--- config.mk ---
export PLATFORM = sky130hd
export DESIGN_NAME = keyed_countdown_timer_table_unit
export DESIGN_NICKNAME = d
export VERILOG_FILES = /design/src/rtl/core/kctt_pkg.sv /design/src/rtl/core/kctt_queue.sv /design/src/rtl/core/kctt_divider.sv /design/src/rtl/core/kctt_engine.sv /design/src/rtl/core/keyed_countdown_timer_table_unit.sv
export SDC_FILE = /design/constraint.sdc
export NUM_CORES = 2
export LEC_CHECK = 0
export BUFFER_PORTS_ARGS = -buffer_cell sky130_fd_sc_hd__buf_4
export CORE_MARGIN = 2
export CORE_UTILIZATION = 50
export CTS_CLUSTER_DIAMETER = 30
export DETAILED_ROUTE_END_ITERATION = 12
export HOLD_SLACK_MARGIN = 0.15
export PLACE_DENSITY = 0.75
export REMOVE_ABC_BUFFERS = 1
export SETUP_SLACK_MARGIN = 0.5
export SLEW_MARGIN = 20
export SYNTH_ARGS = -nofsm -noshare
export SYNTH_HDL_FRONTEND = slang
export SYNTH_SLANG_ARGS = --single-unit
--- constraint.sdc ---
create_clock -name clock -period 9.1 [get_ports clock]
set_input_delay 0.91 -clock clock [delete_from_list [all_inputs] [get_ports clock]]
set_output_delay 0.91 -clock clock [all_outputs]
set_load 0.05 [all_outputs]
--- src/rtl/core/kctt_pkg.sv ---
// Package: types and constants of the keyed countdown timer table.
`default_nettype none
package kctt_pkg;
   localparam int Capacity = 16;
   localparam int SlotBits = (Capacity > 1) ? $clog2(Capacity) : 1;
   localparam int CountBits = $clog2(Capacity + 1);
   localparam int QueueDepth = 2;
   localparam int FracOne = 65536;

   localparam logic [2:0] OP_START     = 3'd0;
   localparam logic [2:0] OP_TICK      = 3'd1;
   localparam logic [2:0] OP_RESET_ONE = 3'd2;
   localparam logic [2:0] OP_RESET_ALL = 3'd3;
   localparam logic [2:0] OP_QUERY     = 3'd4;

   typedef struct packed {
      logic [2:0]  operation;
      logic [31:0] tag;
      logic [31:0] time_amount;
   } req_type;

   typedef struct packed {
      logic        running;
      logic [31:0] time_left;
      logic [16:0] fraction_left;
      logic        table_full;
   } rsp_type;
endpackage
`default_nettype wire

--- src/rtl/core/kctt_queue.sv ---
// Small FIFO between the request front end and the table engine.
`default_nettype none
module kctt_queue (
   input  wire                      clock,
   input  wire                      reset,
   input  wire                      in_valid,
   output logic                     in_ready,
   input  kctt_pkg::req_type        in_item,
   output logic                     out_valid,
   input  wire                      out_ready,
   output kctt_pkg::req_type        out_item
);
   import kctt_pkg::*;
   localparam int PtrBits = $clog2(QueueDepth);

   req_type               mem_ff [QueueDepth];
   logic [PtrBits-1:0]    wr_ff, wr_in, rd_ff, rd_in;
   logic [PtrBits:0]      cnt_ff, cnt_in;
   logic                  push, pop;

   assign in_ready  = (cnt_ff != (PtrBits+1)'(QueueDepth));
   assign out_valid = (cnt_ff != '0);
   assign out_item  = mem_ff[rd_ff];
   assign push = in_valid && in_ready;
   assign pop  = out_valid && out_ready;

   always_comb begin
      wr_in  = push ? wr_ff + 1'b1 : wr_ff;
      rd_in  = pop ? rd_ff + 1'b1 : rd_ff;
      cnt_in = cnt_ff + (PtrBits+1)'(push) - (PtrBits+1)'(pop);
   end

   always_ff @(posedge clock) begin
      if (reset) begin
         wr_ff  <= '0;
         rd_ff  <= '0;
         cnt_ff <= '0;
      end else begin
         wr_ff  <= wr_in;
         rd_ff  <= rd_in;
         cnt_ff <= cnt_in;
      end
   end

   always_ff @(posedge clock) begin
      if (push) begin
         mem_ff[wr_ff] <= in_item;
      end
   end

   property p_no_overflow;
      @(posedge clock) disable iff (reset)
         cnt_ff <= (PtrBits+1)'(QueueDepth);
   endproperty
   a_no_overflow: assert property (p_no_overflow) else $error("queue overflow");

   property p_count_track;
      @(posedge clock) disable iff (reset)
         (push && !pop) |=> (cnt_ff == $past(cnt_ff) + 1'b1);
   endproperty
   a_count_track: assert property (p_count_track) else $error("queue count");

   property p_pop_track;
      @(posedge clock) disable iff (reset)
         (pop && !push) |=> (cnt_ff == $past(cnt_ff) - 1'b1);
   endproperty
   a_pop_track: assert property (p_pop_track) else $error("queue count");
endmodule
`default_nettype wire

--- src/rtl/core/kctt_divider.sv ---
// Restoring divider: floor(rem * 65536 / dur) clamped to one, one bit a cycle.
`default_nettype none
module kctt_divider (
   input  wire          clock,
   input  wire          reset,
   input  wire          start,
   input  wire  [31:0]  remaining,
   input  wire  [31:0]  duration,
   output logic         done,
   output logic [16:0]  quotient
);
   import kctt_pkg::*;

   logic [31:0] part_ff, part_in;
   logic [16:0] low_ff, low_in;
   logic [16:0] quo_ff, quo_in;
   logic [31:0] div_ff, div_in;
   logic [4:0]  step_ff, step_in;
   logic        busy_ff, busy_in;
   logic [32:0] shifted;
   logic [32:0] trial;

   // Dividend is rem<<16. Since remaining <= duration the quotient fits 17 bits,
   // so the top 31 dividend bits start as the partial remainder: 17 steps.
   always_comb begin
      part_in = part_ff;
      low_in  = low_ff;
      quo_in  = quo_ff;
      div_in  = div_ff;
      step_in = step_ff;
      busy_in = busy_ff;
      shifted = {part_ff, low_ff[16]};
      trial   = shifted - {1'b0, div_ff};
      done    = 1'b0;
      if (start) begin
         part_in = {1'b0, remaining[31:1]};
         low_in  = {remaining[0], 16'd0};
         quo_in  = '0;
         div_in  = duration;
         step_in = 5'd0;
         busy_in = 1'b1;
      end else if (busy_ff) begin
         if (step_ff == 5'd17) begin
            busy_in = 1'b0;
            done    = 1'b1;
         end else begin
            if (!trial[32]) begin
               part_in = trial[31:0];
               quo_in  = {quo_ff[15:0], 1'b1};
            end else begin
               part_in = shifted[31:0];
               quo_in  = {quo_ff[15:0], 1'b0};
            end
            low_in  = {low_ff[15:0], 1'b0};
            step_in = step_ff + 1'b1;
         end
      end
   end

   always_ff @(posedge clock) begin
      part_ff <= part_in;
      low_ff  <= low_in;
      quo_ff  <= quo_in;
      div_ff  <= div_in;
   end

   always_ff @(posedge clock) begin
      if (reset) begin
         busy_ff <= 1'b0;
         step_ff <= '0;
      end else begin
         busy_ff <= busy_in;
         step_ff <= step_in;
      end
   end

   assign quotient = (quo_ff > 17'(FracOne)) ? 17'(FracOne) : quo_ff;
endmodule
`default_nettype wire

--- src/rtl/core/kctt_engine.sv ---
// Table engine: update sweep and lookup sweep per item, then fraction division on a hit, and result.
`default_nettype none
module kctt_engine (
   input  wire                clock,
   input  wire                reset,
   input  wire                in_valid,
   output logic               in_ready,
   input  kctt_pkg::req_type  in_item,
   output logic               rsp_valid,
   input  wire                rsp_ready,
   output kctt_pkg::rsp_type  rsp_data
);
   import kctt_pkg::*;

   localparam logic [2:0] ST_IDLE  = 3'd0;
   localparam logic [2:0] ST_SCAN  = 3'd1;
   localparam logic [2:0] ST_APPLY = 3'd2;
   localparam logic [2:0] ST_LOOK  = 3'd3;
   localparam logic [2:0] ST_DIV   = 3'd4;
   localparam logic [2:0] ST_OUT   = 3'd5;

   logic [2:0]           state_ff, state_in;
   req_type              item_ff;
   logic [Capacity-1:0]  valid_ff;
   logic [31:0]          key_mem [Capacity];
   logic [31:0]          rem_mem [Capacity];
   logic [31:0]          dur_mem [Capacity];
   logic [CountBits-1:0] idx_ff;
   logic [SlotBits-1:0]  idx;
   logic                 hit_ff, free_ff;
   logic [SlotBits-1:0]  hit_slot_ff, free_slot_ff;
   logic [31:0]          rem_rd_ff, dur_rd_ff;
   logic                 full_ff;
   logic                 div_done;
   logic [16:0]          div_q;
   logic                 scan_last;

   assign idx       = idx_ff[SlotBits-1:0];
   assign scan_last = (idx_ff == CountBits'(Capacity - 1));
   assign in_ready  = (state_ff == ST_IDLE);
   assign rsp_valid = (state_ff == ST_OUT);

   // Scan one slot per cycle: key match, first free, tick update and reset-all clear.
   always_ff @(posedge clock) begin
      if (reset) begin
         state_ff <= ST_IDLE;
         valid_ff <= '0;
         idx_ff   <= '0;
         hit_ff   <= 1'b0;
         free_ff  <= 1'b0;
         full_ff  <= 1'b0;
      end else begin
         case (state_ff)
            ST_IDLE: begin
               if (in_valid) begin
                  item_ff <= in_item;
                  idx_ff  <= '0;
                  hit_ff  <= 1'b0;
                  free_ff <= 1'b0;
                  full_ff <= 1'b0;
                  state_ff <= ST_SCAN;
               end
            end
            ST_SCAN: begin
               if (valid_ff[idx] && key_mem[idx] == item_ff.tag && !hit_ff) begin
                  hit_ff      <= 1'b1;
                  hit_slot_ff <= idx;
               end
               if (!valid_ff[idx] && !free_ff) begin
                  free_ff      <= 1'b1;
                  free_slot_ff <= idx;
               end
               if (item_ff.operation == OP_TICK && item_ff.time_amount != '0
                   && valid_ff[idx]) begin
                  if (rem_mem[idx] <= item_ff.time_amount) begin
                     valid_ff[idx] <= 1'b0;
                  end else begin
                     rem_mem[idx] <= rem_mem[idx] - item_ff.time_amount;
                  end
               end
               if (item_ff.operation == OP_RESET_ALL) begin
                  valid_ff[idx] <= 1'b0;
               end
               if (scan_last) begin
                  state_ff <= ST_APPLY;
               end else begin
                  idx_ff <= idx_ff + 1'b1;
               end
            end
            ST_APPLY: begin
               idx_ff <= '0;
               hit_ff <= 1'b0;
               case (item_ff.operation)
                  OP_START: begin
                     if (item_ff.time_amount == '0) begin
                        if (hit_ff) valid_ff[hit_slot_ff] <= 1'b0;
                     end else if (hit_ff) begin
                        rem_mem[hit_slot_ff] <= item_ff.time_amount;
                        dur_mem[hit_slot_ff] <= item_ff.time_amount;
                     end else if (free_ff) begin
                        valid_ff[free_slot_ff] <= 1'b1;
                        key_mem[free_slot_ff]  <= item_ff.tag;
                        rem_mem[free_slot_ff]  <= item_ff.time_amount;
                        dur_mem[free_slot_ff]  <= item_ff.time_amount;
                     end else begin
                        full_ff <= 1'b1;
                     end
                  end
                  OP_RESET_ONE: begin
                     if (hit_ff) valid_ff[hit_slot_ff] <= 1'b0;
                  end
                  default: begin
                  end
               endcase
               state_ff <= ST_LOOK;
            end
            ST_LOOK: begin
               // second pass finds the tag after the update
               if (!hit_ff) begin
                  if (valid_ff[idx] && key_mem[idx] == item_ff.tag) begin
                     hit_ff    <= 1'b1;
                     rem_rd_ff <= rem_mem[idx];
                     dur_rd_ff <= dur_mem[idx];
                     state_ff  <= ST_DIV;
                  end else if (scan_last) begin
                     state_ff <= ST_OUT;
                  end else begin
                     idx_ff <= idx_ff + 1'b1;
                  end
               end
            end
            ST_DIV: begin
               if (div_done) state_ff <= ST_OUT;
            end
            ST_OUT: begin
               if (rsp_ready) state_ff <= ST_IDLE;
            end
            default: state_ff <= ST_IDLE;
         endcase
      end
   end

   logic div_go_ff;
   always_ff @(posedge clock) begin
      if (reset) div_go_ff <= 1'b0;
      else div_go_ff <= (state_ff == ST_LOOK) && !hit_ff
                        && valid_ff[idx] && key_mem[idx] == item_ff.tag;
   end

   kctt_divider u_div (
      .clock     (clock),
      .reset     (reset),
      .start     (div_go_ff),
      .remaining (rem_rd_ff),
      .duration  (dur_rd_ff),
      .done      (div_done),
      .quotient  (div_q)
   );

   logic [16:0] frac_ff;
   always_ff @(posedge clock) begin
      if (div_done) frac_ff <= div_q;
   end

   always_comb begin
      rsp_data.running       = hit_ff;
      rsp_data.time_left     = hit_ff ? rem_rd_ff : '0;
      rsp_data.fraction_left = hit_ff ? frac_ff : '0;
      rsp_data.table_full    = full_ff;
   end

   property p_full_only_start;
      @(posedge clock) disable iff (reset)
         (state_ff == ST_OUT && full_ff) |-> (item_ff.operation == OP_START);
   endproperty
   a_full_only_start: assert property (p_full_only_start) else $error("bad full flag");

   property p_hold_out;
      @(posedge clock) disable iff (reset)
         (rsp_valid && !rsp_ready) |=> rsp_valid;
   endproperty
   a_hold_out: assert property (p_hold_out) else $error("result dropped");

   property p_div_after_hit;
      @(posedge clock) disable iff (reset)
         div_go_ff |-> (state_ff == ST_DIV);
   endproperty
   a_div_after_hit: assert property (p_div_after_hit) else $error("divider start");
endmodule
`default_nettype wire

--- src/rtl/core/keyed_countdown_timer_table_unit.sv ---
// Keyed countdown timer table: front queue plus sequential table engine.
// Each item takes an update sweep, a lookup sweep and, on a hit, a divide; the engine
// takes a new item only after the last result is taken, so items never overlap in it.
// The front queue holds up to two items while the engine works.
// Synchronous active-high reset clears all valid bits and the queue at once.
`default_nettype none
module keyed_countdown_timer_table_unit (
   input  wire                clock,
   input  wire                reset,
   input  wire                req_valid,
   output logic               req_ready,
   input  kctt_pkg::req_type  req_data,
   output logic               rsp_valid,
   input  wire                rsp_ready,
   output kctt_pkg::rsp_type  rsp_data
);
   import kctt_pkg::*;

   logic    q_valid, q_ready;
   req_type q_item;

   kctt_queue u_queue (
      .clock     (clock),
      .reset     (reset),
      .in_valid  (req_valid),
      .in_ready  (req_ready),
      .in_item   (req_data),
      .out_valid (q_valid),
      .out_ready (q_ready),
      .out_item  (q_item)
   );

   kctt_engine u_engine (
      .clock     (clock),
      .reset     (reset),
      .in_valid  (q_valid),
      .in_ready  (q_ready),
      .in_item   (q_item),
      .rsp_valid (rsp_valid),
      .rsp_ready (rsp_ready),
      .rsp_data  (rsp_data)
   );
endmodule
`default_nettype wire
==> out/results.ini <==
[placement]
dp_hpwl_um=103000
gp_congestion=0.909
dpl_worst_slack_ns=2.00
dp.cells=6160
io_buffer_count=123

[synth]
synth_compound_area_share_pct=3.53
synth_mux_area_share_pct=15.0
yosysTopAreaCellShare_pct=72.3
yosys.cell_count.top_type=edfxtp_1
ys_ff_latch=1950
ys_seq_area_share_pct=73.8
synth_edf_count=1890
synth_area_leader_cell=edfxtp_1
synth_top_family_by_area=multiplexers
syn_inst=4053
synth_xor_area_share_pct=1.20
syn_area_per_cell_um2=19.4
synthAdderAreaFrac_pct=1.20
async_flop_share_pct=0
ys.flop_type=edfxtp_1
synth.distinct_cells=82
ys_warn_count=0
synth_common_cells=edfxtp_1 (1,890), mux4_2 (412), nor2_1 (163)
yosys.area_share.simple_pct=3.70
syn-cell-area_um2=78500
netlist_top_cells_area=edfxtp_1 (72%), mux4_2 (12%), mux2_2 (1.8%)

[cts]
root_buffer=clkbuf_16
clk_pin_slew_worst_paths_ns=0.05
htree_num_levels=5
clock_latency_ns=0.97
cts_buffers=366
cts_sinks=1950
cts_tree=yes
clockBufferDepth=4
postCtsSetupBuffers=0

[floorplanning]
num_io_pins=124
die_x_um=400
start_util_pct=50.3
rows=145
die_area_um2=160000
coreArea_um2=156000
dieHeight_um=400

[drt]
vias=42600
vias_per_cell=6.19
drc=0
first_pass_iters=6
drtAntennaViolNets=0
drt_iter0_drc=5471
drt-total-wl_um=200000
wl_per_cell_um=29.1

[final_layout]
stdcell_count=6875
fillCellCount=10400
fin_nets=4664
drive_gt1_share_pct=30.3
area_growth_pct=21.4

[setup_path]
crit_required_ns=9.67
endpoint_kind=register
timing.critical_path.buf_inv=3
criticalPathCategory=reg2reg
critPathSlowestCell=buf_4
path_cells=buf_12, buf_4, mux4_2, mux4_2, ha_1, and2_1, nand3_1, nor2_1, and3_1, o2111ai_1, a22o_1, o31ai_1, nand3_1, nor2_4, buf_4
cp_top_family=simple AND/OR/NAND/NOR gates
crit_fanout=51
crit_path_start_kind=register
cpPeakStageDelay_ns=0.74
critPathArrivalTime_ns=7.84

[power_and_ir_drop]
p_sw_share_pct=24.5
peakVddDrop_uv=267
internal_power_mw=20.9
p_leak_nw=31.2
power_frac_seq_pct=40.5
p_per_area_nw_per_um2=290
switchingPower_mw=6.78
clkPwrFrac_pct=48.3
p_total_mw=27.6
p_comb_share_pct=11.2

[sta]
timing.hold.ws_ns=0.204
post-route-min-period_ns=7.27
worst_slack_ns=1.83
fin_worst_skew_ns=0.108
fmax_mhz=137
setup_viol=0
max_slew.worst_pin.slew_ns=1.20
rsz0062_at_grt=no
finalSetupTns_ns=0
hold_violations=0
max-slew-margin-rel_pct=19.8
fin_crit_sh_pct=79.9
slew_violations=0

[grt]
grt_max_degree=99
grt_antenna_before_repair=13
grt_use_total_pct=24.8
grt_overflow=0
grt_pass1_wl_um=292000
first_global_vias=43700

[run_status]
status=completed

[run]
max_cap_violations=0

[min_path]
hold_path.class=in2reg

routing by layer:
metal  track usage, %  vias up  part of all wire, %
li1                 -    17600                    -
met4             9.75        2                  3.8
met1             32.3    21900                   37
met3             6.14      481                   10
met5                0        -               0.0065
met2             40.3     2562                   49
worst register-to-register path: cells and delay by family (launching register included):
family | cells | cell delay (ns)
AO/OA/AOI/OAI | 3 | 1.04
adder cells (fa/ha/maj) | 1 | 0.40
buffers and inverters | 3 | 1.73
flip-flops | 1 | 0.73
multiplexers | 2 | 1.16
AND/OR/NAND/NOR | 6 | 1.84
sequential cells by signal, indices dropped and copies added (netlist names), 5 cells and up, named ones only:
name,flops
u_engine.dur_mem,512
u_engine.dur_rd_ff,32
u_engine.valid_ff,14
u_engine.rem_mem,512
u_engine.rem_rd_ff,32
u_engine.u_div.div_ff,32
u_engine.idx_ff,5
u_engine.frac_ff,17
u_engine.item_ff,67
u_engine.u_div.quo_ff,17
u_engine.u_div.part_ff,32
u_engine.u_div.step_ff,5
u_engine.key_mem,512
u_queue.mem_ff,134
path summary, 6_finish.rpt:
| check | from | endpoint | slack, ns | cells after the start |
|---|---|---|---|---|
| worst min register to register | u_engine.dur_rd_ff[4]$_DFFE_PP_ | u_engine.u_div.div_ff[4]$_DFFE_PP_ | 0.41 | 0 |
| worst max-delay path | register | u_engine.rem_mem[0][13]$_DFFE_PP_ | 1.83 | 15 |
| worst min-delay path | req_data[49] | u_queue.mem_ff[0][49]$_DFFE_PP_ | 0.20 | 1 |
| worst max register to register | register | u_engine.rem_mem[0][13]$_DFFE_PP_ | 1.83 | 15 |
power by group through the flow:
stage / sequential [mW] / combinational, mW / clock, mW
after floorplan: 11.4 / 2.30 / 0
after global placement: 11.3 / 2.93 / 0
after detailed placement: 11.4 / 3.00 / 0
final: 11.2 / 3.10 / 13.3
after CTS: 11.2 / 3.08 / 13.5
after global routing: 11.2 / 3.32 / 13.9
cell usage in the layout (no fill, tap or decap), types with 16 or more instances in the layout:
master	instances
nand4_1	20
ha_1	72
a21oi_1	105
clkinv_4	25
buf_4	221
a221oi_1	17
inv_1	100
xnor2_1	65
mux2_2	128
dlygate4sd3_1	48
a21o_1	22
nand2_1	121
nor2b_1	38
clkinv_2	48
nor4_1	18
clkinvlp_4	52
nand3_1	41
edfxtp_1	1890
nor3_1	39
o21ai_0	60
clkbuf_1	39
clkbuf_16	368
o31ai_1	23
and2_1	63
a22oi_1	16
inv_6	30
bufinv_16	48
nor2_4	45
nand2b_1	28
mux4_2	412
clkinv_1	41
nor2_1	118
mux2i_1	106
xor2_1	40
dfxtp_1	49
per-stage QoR:
step | instance area, µm² | util, %
after floorplan | 77700 | -
after global placement | 82400 | 52.8
after detailed placement | 82600 | 52.9
after CTS | 95200 | 61.0
after global routing | 95300 | 61.1
final | 95300 | 61.1
repair_timing:
action	4_1_cts	5_1_grt
hold endpoints to repair	95	0
hold buffers	48	0
gates resized for setup	0	0
layout make-up:
| cell class | instances | area, µm² | share of cell area [%] |
|---|---|---|---|
| inverters | 103 | 389 | 0.408 |
| clock inverters | 251 | 2810 | 2.95 |
| diodes | 7 | 17.5 | 0.0184 |
| well taps | 2058 | 2570 | 2.70 |
| flip-flops and latches | 1950 | 58000 | 60.8 |
| multi-input cells | 1819 | 19800 | 20.8 |
| repair buffers | 279 | 2370 | 2.49 |
| clock buffers | 408 | 9370 | 9.83 |
cell families (layout without fill, tap and decap cells):
| family | Yosys count | after routing |
|---|---|---|
| and+or+nand+nor | 584 | 584 |
| muxes | 646 | 646 |
| xor gates and xnor gates | 107 | 107 |
| other | 0 | 7 |
| DFF | 1950 | 1950 |
| buffers and inverters | 284 | 1041 |
| adders and majority gates | 74 | 74 |
| AOI/OAI and AO/OA | 408 | 408 |
Note: power is estimated with default switching activity, not from simulation.
